## src/sv/shell_command_lexer_defines.svh

```systemverilog
`ifndef SHELL_COMMAND_LEXER_DEFINES_SVH
`define SHELL_COMMAND_LEXER_DEFINES_SVH

`ifndef ASSERT_OFF
`define SHL_ASSERT(lbl, clk, rstn, prop) \
	lbl: assert property (@(posedge clk) disable iff (!rstn) prop) \
		else $error("assertion failed");
`define SHL_ASSERT_NEVER(lbl, clk, rstn, cond) \
	lbl: assert property (@(posedge clk) disable iff (!rstn) !(cond)) \
		else $error("forbidden condition seen");
`else
`define SHL_ASSERT(lbl, clk, rstn, prop)
`define SHL_ASSERT_NEVER(lbl, clk, rstn, cond)
`endif

`endif

```

## src/sv/shl_pkg.sv

```systemverilog
package shl_pkg;

	localparam int MAX_RES = 3;

	localparam logic [1:0] MODE_NORMAL  = 2'd0;
	localparam logic [1:0] MODE_SQUOTE  = 2'd1;
	localparam logic [1:0] MODE_DQUOTE  = 2'd2;
	localparam logic [1:0] MODE_COMMENT = 2'd3;

	localparam logic [1:0] RED_NONE = 2'd0;
	localparam logic [1:0] RED_IN   = 2'd1;
	localparam logic [1:0] RED_OUT  = 2'd2;

	localparam logic [2:0] KIND_WORD    = 3'd0;
	localparam logic [2:0] KIND_SQWORD  = 3'd1;
	localparam logic [2:0] KIND_PIPE    = 3'd2;
	localparam logic [2:0] KIND_REDIN   = 3'd3;
	localparam logic [2:0] KIND_REDOUT  = 3'd4;
	localparam logic [2:0] KIND_APPEND  = 3'd5;
	localparam logic [2:0] KIND_HEREDOC = 3'd6;

	localparam logic [7:0] CH_HASH = 8'h23;
	localparam logic [7:0] CH_GT   = 8'h3E;
	localparam logic [7:0] CH_LT   = 8'h3C;
	localparam logic [7:0] CH_PIPE = 8'h7C;
	localparam logic [7:0] CH_SQ   = 8'h27;
	localparam logic [7:0] CH_DQ   = 8'h22;

	typedef struct packed {
		logic [7:0] word_char;
		logic       char_valid;
		logic       token_end;
		logic [2:0] token_kind;
		logic       syntax_error;
		logic       last;
	} res_t;

	typedef struct packed {
		logic [1:0]           cnt;
		res_t [MAX_RES-1:0]   res;
	} bundle_t;

	typedef struct packed {
		logic [1:0] mode;
		logic       word_open;
		logic       word_sq;
		logic [1:0] pend;
		logic       prev_space;
	} lex_state_t;

	localparam lex_state_t ST_RESET = '{
		mode:       MODE_NORMAL,
		word_open:  1'b0,
		word_sq:    1'b0,
		pend:       RED_NONE,
		prev_space: 1'b1
	};

	function automatic res_t chr_res(logic [7:0] c);
		res_t r;
		r = '0;
		r.word_char = c;
		r.char_valid = 1'b1;
		return r;
	endfunction

	function automatic res_t tok_res(logic [2:0] kind);
		res_t r;
		r = '0;
		r.token_end = 1'b1;
		r.token_kind = kind;
		return r;
	endfunction

	function automatic bundle_t put(bundle_t b, res_t r);
		bundle_t o;
		o = b;
		if (b.cnt < 2'(MAX_RES)) begin
			o.res[b.cnt] = r;
			o.cnt = b.cnt + 2'd1;
		end
		return o;
	endfunction

endpackage

```

## src/sv/shl_core.sv

```systemverilog
module shl_core import shl_pkg::*; (
	input  logic       clk,
	input  logic       arst_n,
	input  logic       accept,
	input  logic [7:0] in_char,
	input  logic       line_end,
	output bundle_t    bundle
);

	lex_state_t st_q;
	lex_state_t st_d;

	always_comb begin
		logic       do_norm;
		logic       sp;
		logic [7:0] pc;
		logic [7:0] q;
		res_t       err;
		st_d = st_q;
		bundle = '0;
		do_norm = 1'b0;
		sp = (in_char inside {[8'd9:8'd13], 8'd32});
		pc = (st_q.pend == RED_OUT) ? CH_GT : CH_LT;
		q = (st_q.mode == MODE_SQUOTE) ? CH_SQ : CH_DQ;
		err = '0;
		err.syntax_error = 1'b1;

		if (st_q.mode == MODE_NORMAL) begin
			if (st_q.pend != RED_NONE) begin
				st_d.pend = RED_NONE;
				if (in_char == pc) begin
					bundle = put(bundle,
						tok_res((st_q.pend == RED_OUT) ? KIND_APPEND : KIND_HEREDOC));
					st_d.prev_space = 1'b0;
				end else begin
					bundle = put(bundle,
						tok_res((st_q.pend == RED_OUT) ? KIND_REDOUT : KIND_REDIN));
					do_norm = 1'b1;
				end
			end else begin
				do_norm = 1'b1;
			end
		end else if (st_q.mode == MODE_SQUOTE || st_q.mode == MODE_DQUOTE) begin
			if (in_char == q) begin
				st_d.mode = MODE_NORMAL;
			end else begin
				bundle = put(bundle, chr_res(in_char));
			end
			st_d.prev_space = 1'b0;
		end

		if (do_norm) begin
			if (in_char == CH_HASH && st_q.prev_space) begin
				st_d.mode = MODE_COMMENT;
			end else if (sp || in_char == CH_PIPE || in_char == CH_LT || in_char == CH_GT) begin
				if (st_d.word_open) begin
					bundle = put(bundle, tok_res(st_d.word_sq ? KIND_SQWORD : KIND_WORD));
				end
				st_d.word_open = 1'b0;
				st_d.word_sq = 1'b0;
				if (in_char == CH_PIPE) begin
					bundle = put(bundle, tok_res(KIND_PIPE));
				end else if (in_char == CH_LT || in_char == CH_GT) begin
					st_d.pend = (in_char == CH_GT) ? RED_OUT : RED_IN;
				end
			end else if (in_char == CH_SQ) begin
				st_d.word_open = 1'b1;
				st_d.word_sq = 1'b1;
				st_d.mode = MODE_SQUOTE;
			end else if (in_char == CH_DQ) begin
				st_d.word_open = 1'b1;
				st_d.mode = MODE_DQUOTE;
			end else begin
				st_d.word_open = 1'b1;
				bundle = put(bundle, chr_res(in_char));
			end
			st_d.prev_space = sp;
		end

		if (line_end) begin
			if (st_d.mode == MODE_SQUOTE || st_d.mode == MODE_DQUOTE) begin
				bundle = put(bundle, err);
			end else if (st_d.mode == MODE_NORMAL) begin
				if (st_d.pend != RED_NONE) begin
					bundle = put(bundle,
						tok_res((st_d.pend == RED_OUT) ? KIND_REDOUT : KIND_REDIN));
				end
				if (st_d.word_open) begin
					bundle = put(bundle, tok_res(st_d.word_sq ? KIND_SQWORD : KIND_WORD));
				end
			end
			if (bundle.cnt == 2'd0) begin
				bundle = put(bundle, res_t'('0));
			end
			bundle.res[bundle.cnt - 2'd1].last = 1'b1;
			st_d = ST_RESET;
		end
	end

	always_ff @(posedge clk or negedge arst_n) begin
		if (!arst_n) begin
			st_q <= ST_RESET;
		end else if (accept) begin
			st_q <= st_d;
		end
	end

endmodule

```

## src/sv/shl_outq.sv

```systemverilog
module shl_outq import shl_pkg::*; (
	input  logic    clk,
	input  logic    arst_n,
	input  logic    push,
	input  bundle_t push_data,
	output logic    ready,
	output logic    out_valid,
	input  logic    out_ready,
	output res_t    out_res
);

	bundle_t    a_q;
	bundle_t    b_q;
	logic       a_valid_q;
	logic       b_valid_q;
	logic [1:0] a_idx_q;
	logic       a_done;
	logic       a_free;

	assign a_done    = a_valid_q && out_ready && (a_idx_q == a_q.cnt - 2'd1);
	assign a_free    = !a_valid_q || a_done;
	assign ready     = !b_valid_q;
	assign out_valid = a_valid_q;
	assign out_res   = a_q.res[a_idx_q];

	always_ff @(posedge clk or negedge arst_n) begin
		if (!arst_n) begin
			a_valid_q <= 1'b0;
			b_valid_q <= 1'b0;
			a_idx_q   <= 2'd0;
		end else if (a_free) begin
			a_idx_q <= 2'd0;
			if (b_valid_q) begin
				a_valid_q <= 1'b1;
				b_valid_q <= 1'b0;
			end else begin
				a_valid_q <= push;
			end
		end else begin
			if (out_ready) begin
				a_idx_q <= a_idx_q + 2'd1;
			end
			if (push) begin
				b_valid_q <= 1'b1;
			end
		end
	end

	always_ff @(posedge clk) begin
		if (a_free) begin
			if (b_valid_q) begin
				a_q <= b_q;
			end else if (push) begin
				a_q <= push_data;
			end
		end else if (push) begin
			b_q <= push_data;
		end
	end

endmodule

```

## src/sv/shell_command_lexer.sv

```systemverilog
// The results of a request are registered in the output queue before they are offered.
// One request per cycle while in_ready is high (the second buffer is free); a request
// yields up to 3 results, and two requests' results are buffered.
// Requests that yield no result are accepted with no output.
// Reset (arst_n low): lexer returns to normal mode at line start, buffers empty.
`include "shell_command_lexer_defines.svh"

module shell_command_lexer import shl_pkg::*; (
	input  logic       clk,
	input  logic       arst_n,
	input  logic       in_valid,
	output logic       in_ready,
	input  logic [7:0] in_char,
	input  logic       line_end,
	output logic       out_valid,
	input  logic       out_ready,
	output logic [7:0] word_char,
	output logic       char_valid,
	output logic       token_end,
	output logic [2:0] token_kind,
	output logic       syntax_error,
	output logic       last
);

	logic    accept;
	logic    push;
	bundle_t bundle;
	res_t    out_res;

	assign accept = in_valid && in_ready;
	assign push   = accept && (bundle.cnt != 2'd0);

	shl_core u_core (
		.clk      (clk),
		.arst_n   (arst_n),
		.accept   (accept),
		.in_char  (in_char),
		.line_end (line_end),
		.bundle   (bundle)
	);

	shl_outq u_outq (
		.clk       (clk),
		.arst_n    (arst_n),
		.push      (push),
		.push_data (bundle),
		.ready     (in_ready),
		.out_valid (out_valid),
		.out_ready (out_ready),
		.out_res   (out_res)
	);

	assign word_char    = out_res.word_char;
	assign char_valid   = out_res.char_valid;
	assign token_end    = out_res.token_end;
	assign token_kind   = out_res.token_kind;
	assign syntax_error = out_res.syntax_error;
	assign last         = out_res.last;

	`SHL_ASSERT(a_err_is_last, clk, arst_n, (out_valid && syntax_error) |-> last)
	`SHL_ASSERT_NEVER(a_char_and_token, clk, arst_n, out_valid && char_valid && token_end)
	`SHL_ASSERT(a_line_end_result, clk, arst_n, (accept && line_end) |=> out_valid)
	`SHL_ASSERT(a_stall_keeps_out, clk, arst_n, (out_valid && !out_ready) |=> out_valid)

endmodule

```

## config.mk

```make
export PLATFORM = sky130hd
export DESIGN_NAME = shell_command_lexer
export DESIGN_NICKNAME = d
export VERILOG_FILES = /design/src/sv/shl_pkg.sv /design/src/sv/shl_core.sv /design/src/sv/shl_outq.sv /design/src/sv/shell_command_lexer.sv
export VERILOG_INCLUDE_DIRS = /design/src /design/src/sv
export SDC_FILE = /design/constraint.sdc
export NUM_CORES = 1
export LEC_CHECK = 0
export BUFFER_PORTS_ARGS = -buffer_cell sky130_fd_sc_hd__buf_2
export CORE_AREA = 10 10 156 86
export DETAILED_ROUTE_END_ITERATION = 8
export DIE_AREA = 0 0 166 96
export MAX_ROUTING_LAYER = met4
export PLACE_DENSITY = 0.72
export SLEW_MARGIN = 20
export SYNTH_ARGS = -nofsm -noshare
export SYNTH_HDL_FRONTEND = slang
export SYNTH_HIERARCHICAL = 1
export SYNTH_SLANG_ARGS = --single-unit
```

## constraint.sdc

```tcl
create_clock -name clk -period 18.6 [get_ports clk]
set_clock_uncertainty 0.15 [all_clocks]
set_input_delay 3.72 -clock clk [delete_from_list [all_inputs] [get_ports clk]]
set_output_delay 3.72 -clock clk [all_outputs]
set_load 0.03 [all_outputs]
```

# After elaboration in Yosys (flattened, before gate mapping)
# Cells that the tools add are included.
[totals] reg_bits=105 in_bits=13 out_inout_bits=17
[classes] addsub=8 n_lt_le_gt_ge=20 eq_ne=18 n_mux=90 bitwise=9 reduce_logical=35
[op_table] cell="$mux 47" count=33
[op_table] cell="$bwmux 45" count=5
[op_table] cell="$demux 15 s2" count=6
[op_table] cell="$mux 15" count=6
[op_table] cell="$eq 8x6->1 const B" count=6
[op_table] cell="$mux 46" count=1
[op_table] cell="$and 45x45->45" count=1
[op_table] cell="$not 45->45" count=1
[op_table] cell="$and 42x42->42" count=1
[op_table] cell="$not 42->42" count=1
[op_table] cell="$and 39x39->39" count=1
[op_table] cell="$not 39->39" count=1
[op_table] cell="$mux 2" count=16
[op_table] cell="$bmux 15 s2" count=1
[op_table] cell="$lt 2x3->1 const B" count=7
[op_table] cell="$eq 8x8->1" count=2
[op_table] cell="$mux 3" count=5
[op_table] cell="$mux 7" count=2
[op_table] cell="$reduce_bool 2->1" count=7
[op_table] cell="$mux 1" count=13
[op_table] cell="$add 2x1->2 const B" count=6
[op_table] cell="$ge 2x1->1 const B" count=6
[op_table] cell="$logic_and 1x1->1" count=12
[op_table] cell="$lt 2x2->1 const B" count=5
[op_table] cell="19 further kinds" count=35

# Depth between registers and ports, before layout
[logic_depth] depth_word=67 depth_mapped=18

# Modules after synthesis
# Netlist, hierarchy kept.
[modules_own_cells] module="shl_outq" instances=1 cells_each=218 area_each_um2=3926.3
[modules_own_cells] module="shl_core" instances=1 cells_each=253 area_each_um2=1778.0
[modules_own_cells] module="shell_command_lexer" instances=1 cells_each=2 area_each_um2=16.3

# Worst setup path after synthesis
# OpenSTA, ideal clock, no wires.
[synth_timing] kind="in2reg" startpoint="in in_char[0]" endpoint="reg u_outq/a_q[0] in the netlist's numbering (enable)" setup_ns=0.467 arrival_ns=8.971 slack_ns=9.012 cell_stages=17 cell_sequence="buf_6 -> or3_1 -> a211o_1 -> nand2_2 -> nand2_4 -> ha_1 -> and4b_1 -> a31oi_1 -> o211ai_1 -> a21o_1 -> buf_2 -> o211ai_1 -> o2111ai_1 -> a31oi_1 -> o211a_1 -> nor2_1 -> a21oi_1"
[synth_rtl] element="from (decl)" line_no="shell_command_lexer.sv:13" source="input logic [7:0] in_char,"
[synth_rtl] element="to (signal assigned)" line_no="shl_outq.sv:52" source="a_q <= b_q;"
[synth_rtl] element="to (signal assigned)" line_no="shl_outq.sv:54" source="a_q <= push_data;"
[synth_rtl] element="to (decl)" line_no="shl_outq.sv:12" source="bundle_t a_q;"

==> flow_metrics.env <==
export IMPL_cts_clk_slew_worst_paths_ns=0.07
export IMPL_timing_final_ws_setup_ns=10.47
export IMPL_grt_max_degree=50
export IMPL_io_pins=30
export IMPL_cts_max_level=3
export IMPL_place_gp_congestion=0.943
export IMPL_postRouteAntennaNets=0
export IMPL_synth_cell_types=73
export IMPL_drt_iter0_markers=423
export IMPL_die_area_mm2=0.0159
export IMPL_seq_area_frac_synth_pct=54.2
export IMPL_r2r_slack_ns=13.38
export IMPL_finalHoldViolations=0
export IMPL_slew_violations=0
export IMPL_ys_seq_elements=105
export IMPL_diodes=0
export IMPL_cts_tree="done"
export IMPL_dp_slack_ns=9.98
export IMPL_worst_slew_pin_slew_ns=0.850
export IMPL_drt_wl_total_um=12900
export IMPL_power_density_mw_per_mm2=148
export IMPL_power_leakage_nw=2.26
export IMPL_root_buffer="clkbuf_16"
export IMPL_path_buf_inv=2
export IMPL_p_clk_share_pct=21.2
export IMPL_finalCriticalPeriod_ns=8.13
export IMPL_die_w_um=166
export IMPL_clock_latency_ns=0.35
export IMPL_async_reset_ff_share_pct=10.5
export IMPL_fmax_mhz=123
export IMPL_dieHeight_um=96
export IMPL_remaining_drc_errors=0
export IMPL_wl_per_cell_um=20.1
export IMPL_cts_path_max_buffers=2
export IMPL_syn2layout_area_growth_pct=8.77
export IMPL_power_frac_comb_pct=33.6
export IMPL_p_switching_w=0.000331
export IMPL_cp_data_required_time_ns=18.44
export IMPL_syn_inst=473
export IMPL_antenna_found_initial=0
export IMPL_hpwl_um=9000
export IMPL_ir_drop_mv=0.0959
export IMPL_num_vias=3950
export IMPL_fin_crit_sh_pct=43.7
export IMPL_crit_type="input port to register"
export IMPL_swShare_pct=36.0
export IMPL_intPower_w=0.000588
export IMPL_finalSetupTns_ns=0
export IMPL_grt_ovfl_total=0
export IMPL_worstPathCellList="buf_2, or3_1, a211o_1, nand2_2, nand2_4, ha_1, and4b_1, a31oi_1, o211ai_1, a21o_1, o211ai_1, o2111ai_1, a31oi_1, o211a_1, nor2_1, a21oi_4, buf_4"
export IMPL_status="finished clean"
export IMPL_cap_violations=0
export IMPL_crit_slowest_cell="buf_4"
export IMPL_rsz0062_at_grt="no"
export IMPL_critPathLaunchType="input port"
export IMPL_cts_resized=0
export IMPL_critical_path_top_delay_family="compound AO/OA/AOI/OAI gates"
export IMPL_synth_edf_count=94
export IMPL_hp_class="register to register"
export IMPL_core_area_mm2=0.0107
export IMPL_setup_viol=0
export IMPL_rows=27
export IMPL_netlist_area_mm2=0.00572
export IMPL_viasPerCell=6.17
export IMPL_grt_pass1_wl_um=20500
export IMPL_cts_buffers=9
export IMPL_slew_headroom_pct=43.1
export IMPL_cts_hold_buf=0
export IMPL_drive_gt1_share_pct=23.6
export IMPL_grtUsageTotal_pct=16.5
export IMPL_postCtsSetupBuffers=0
export IMPL_start_util_pct=53.4
export IMPL_grt_pass1_vias=3783
export IMPL_synth_avg_cell_area_um2=12.1
export IMPL_synth_flop_cell="edfxtp_1"
export IMPL_critPathCaptureType="register"
export IMPL_cp_max_fo=47
export IMPL_pwr_share_seq_pct=45.3
export IMPL_numPortBuffers=29
export IMPL_drt_first_pass_iters=5
export IMPL_critPathArrivalTime_ns=7.97
export IMPL_yosys_warnings=6
export IMPL_max_stage_delay_ns=0.54
export IMPL_cts_sinks=105
export IMPL_layout_nets=509
per-stage QoR:
stage                     power [W]  cell area (um2)  instances  hold WS, ns  util, %
after floorplan            0.000644             5750        481        0.337        -
after global placement     0.000722             5910        624        0.377     55.2
after detailed placement   0.000731             5910        624        0.382     55.2
after CTS                  0.000927             6220        640        0.396     58.0
after global routing       0.000969             6220        640        0.416     58.1
final                      0.000919             6220        640        0.397     58.1
cells in the final DEF (no fill, tap or decap), types with 3 or more instances in the layout:
cell	count
ha_1	6
o211ai_1	5
nor3b_1	3
nand3_1	10
nor2_1	23
nor2b_1	7
buf_2	29
and3_1	4
o21ai_0	27
clkinv_4	3
nand2_1	41
o211a_1	3
nand4_1	7
o21a_1	3
nand2b_1	3
nor3_1	9
mux2_2	47
mux2i_1	19
inv_1	12
a21oi_2	3
conb_1	9
and3b_1	4
edfxtp_1	94
o22ai_1	12
dfrtp_1	9
a21oi_1	11
o31ai_1	3
a2bb2oi_1	3
and4_1	4
and2_1	9
clkbuf_16	9
a211oi_1	3
a31oi_1	4
cell families after synthesis:
family                   Yosys count  share of synthesized area [%]
AND/OR/NAND/NOR                  144                           14.0
flip-flops                       105                           54.2
AO/OA/AOI/OAI                     99                           12.1
multiplexers                      68                           13.2
buffers and inverters             46                           4.37
adder cells (fa/ha/maj)            7                           1.49
XOR/XNOR                           3                          0.591
other                              1                         0.0656
layer usage:
layer | wire [um] | global-route usage [%]
met5 | 0 | -
met4 | 108 | 3.96
met3 | 998 | 4.72
met2 | 5650 | 24.3
met1 | 6100 | 22.0
state kept, by name (all words and copies together) (netlist names):
name and flops:
u_outq/b_q 47, u_core/st_q 7, u_outq/b_valid_q 1, u_outq/a_q 47
u_outq/a_idx_q 2, u_outq/out_valid 1
final cells by class:
class	count	area (um2)
fillers	864	4490
flip-flops and latches	105	3100
multi-input cells	330	2420
clock buffers	9	225
well taps	145	181
repair buffers	31	160
clock inverters	7	78.8
inverters	13	53.8
path summary, 6_finish.rpt:
path                                             from                         end  cells after the start
max reg2reg                u_core/st_q[5]$_DFFE_PN0P_    u_outq/a_q[25]$_DFFE_PP_                     17
max                                        in_char[0]    u_outq/a_q[25]$_DFFE_PP_                     17
min in group asynchronous                      arst_n  u_core/st_q[5]$_DFFE_PN0P_                      1
min reg2reg                u_core/st_q[0]$_DFFE_PN1P_  u_core/st_q[0]$_DFFE_PN1P_                      2
max in group asynchronous                      arst_n  u_core/st_q[0]$_DFFE_PN1P_                      1
min                        u_core/st_q[0]$_DFFE_PN1P_  u_core/st_q[0]$_DFFE_PN1P_                      2
worst reg2reg max path, delay by kind of cell (launching register included):
family	cells	cell delay [ns]
AOI/OAI and AO/OA	9	2.19
and+or+nand+nor	5	0.86
adders and majority gates	2	0.66
buffers and inverters	1	0.54
DFF	1	0.43
cell usage after synthesis, drive strengths merged, types with 5 or more instances:
master / instances / area share, %
mux2i: 20 / 3.7
nand2: 43 / 3.0
o21ai: 28 / 2.6
a21oi: 15 / 1.5
dfrtp: 10 / 4.4
inv: 12 / 0.79
buf: 23 / 2.8
nor3: 9 / 0.79
edfxtp: 94 / 49
mux2: 48 / 9.5
nor2b: 8 / 0.87
ha: 6 / 1.3
nand4: 7 / 0.77
and3: 5 / 0.55
nor2: 23 / 1.5
o211ai: 6 / 0.87
nand3: 10 / 0.87
clkbuf: 10 / 0.66
o22ai: 12 / 1.3
and2: 9 / 0.98
power by group through the flow:
| stage | logic (W) | registers [W] | clock network, W |
|---|---|---|---|
| floorplan | 0.000252 | 0.000391 | 0 |
| global placement | 0.000305 | 0.000417 | 0 |
| detailed placement | 0.000310 | 0.000421 | 0 |
| CTS | 0.000312 | 0.000417 | 0.000198 |
| global route | 0.000337 | 0.000426 | 0.000206 |
| finish | 0.000308 | 0.000416 | 0.000194 |
Power figures use the tool's default switching activity.
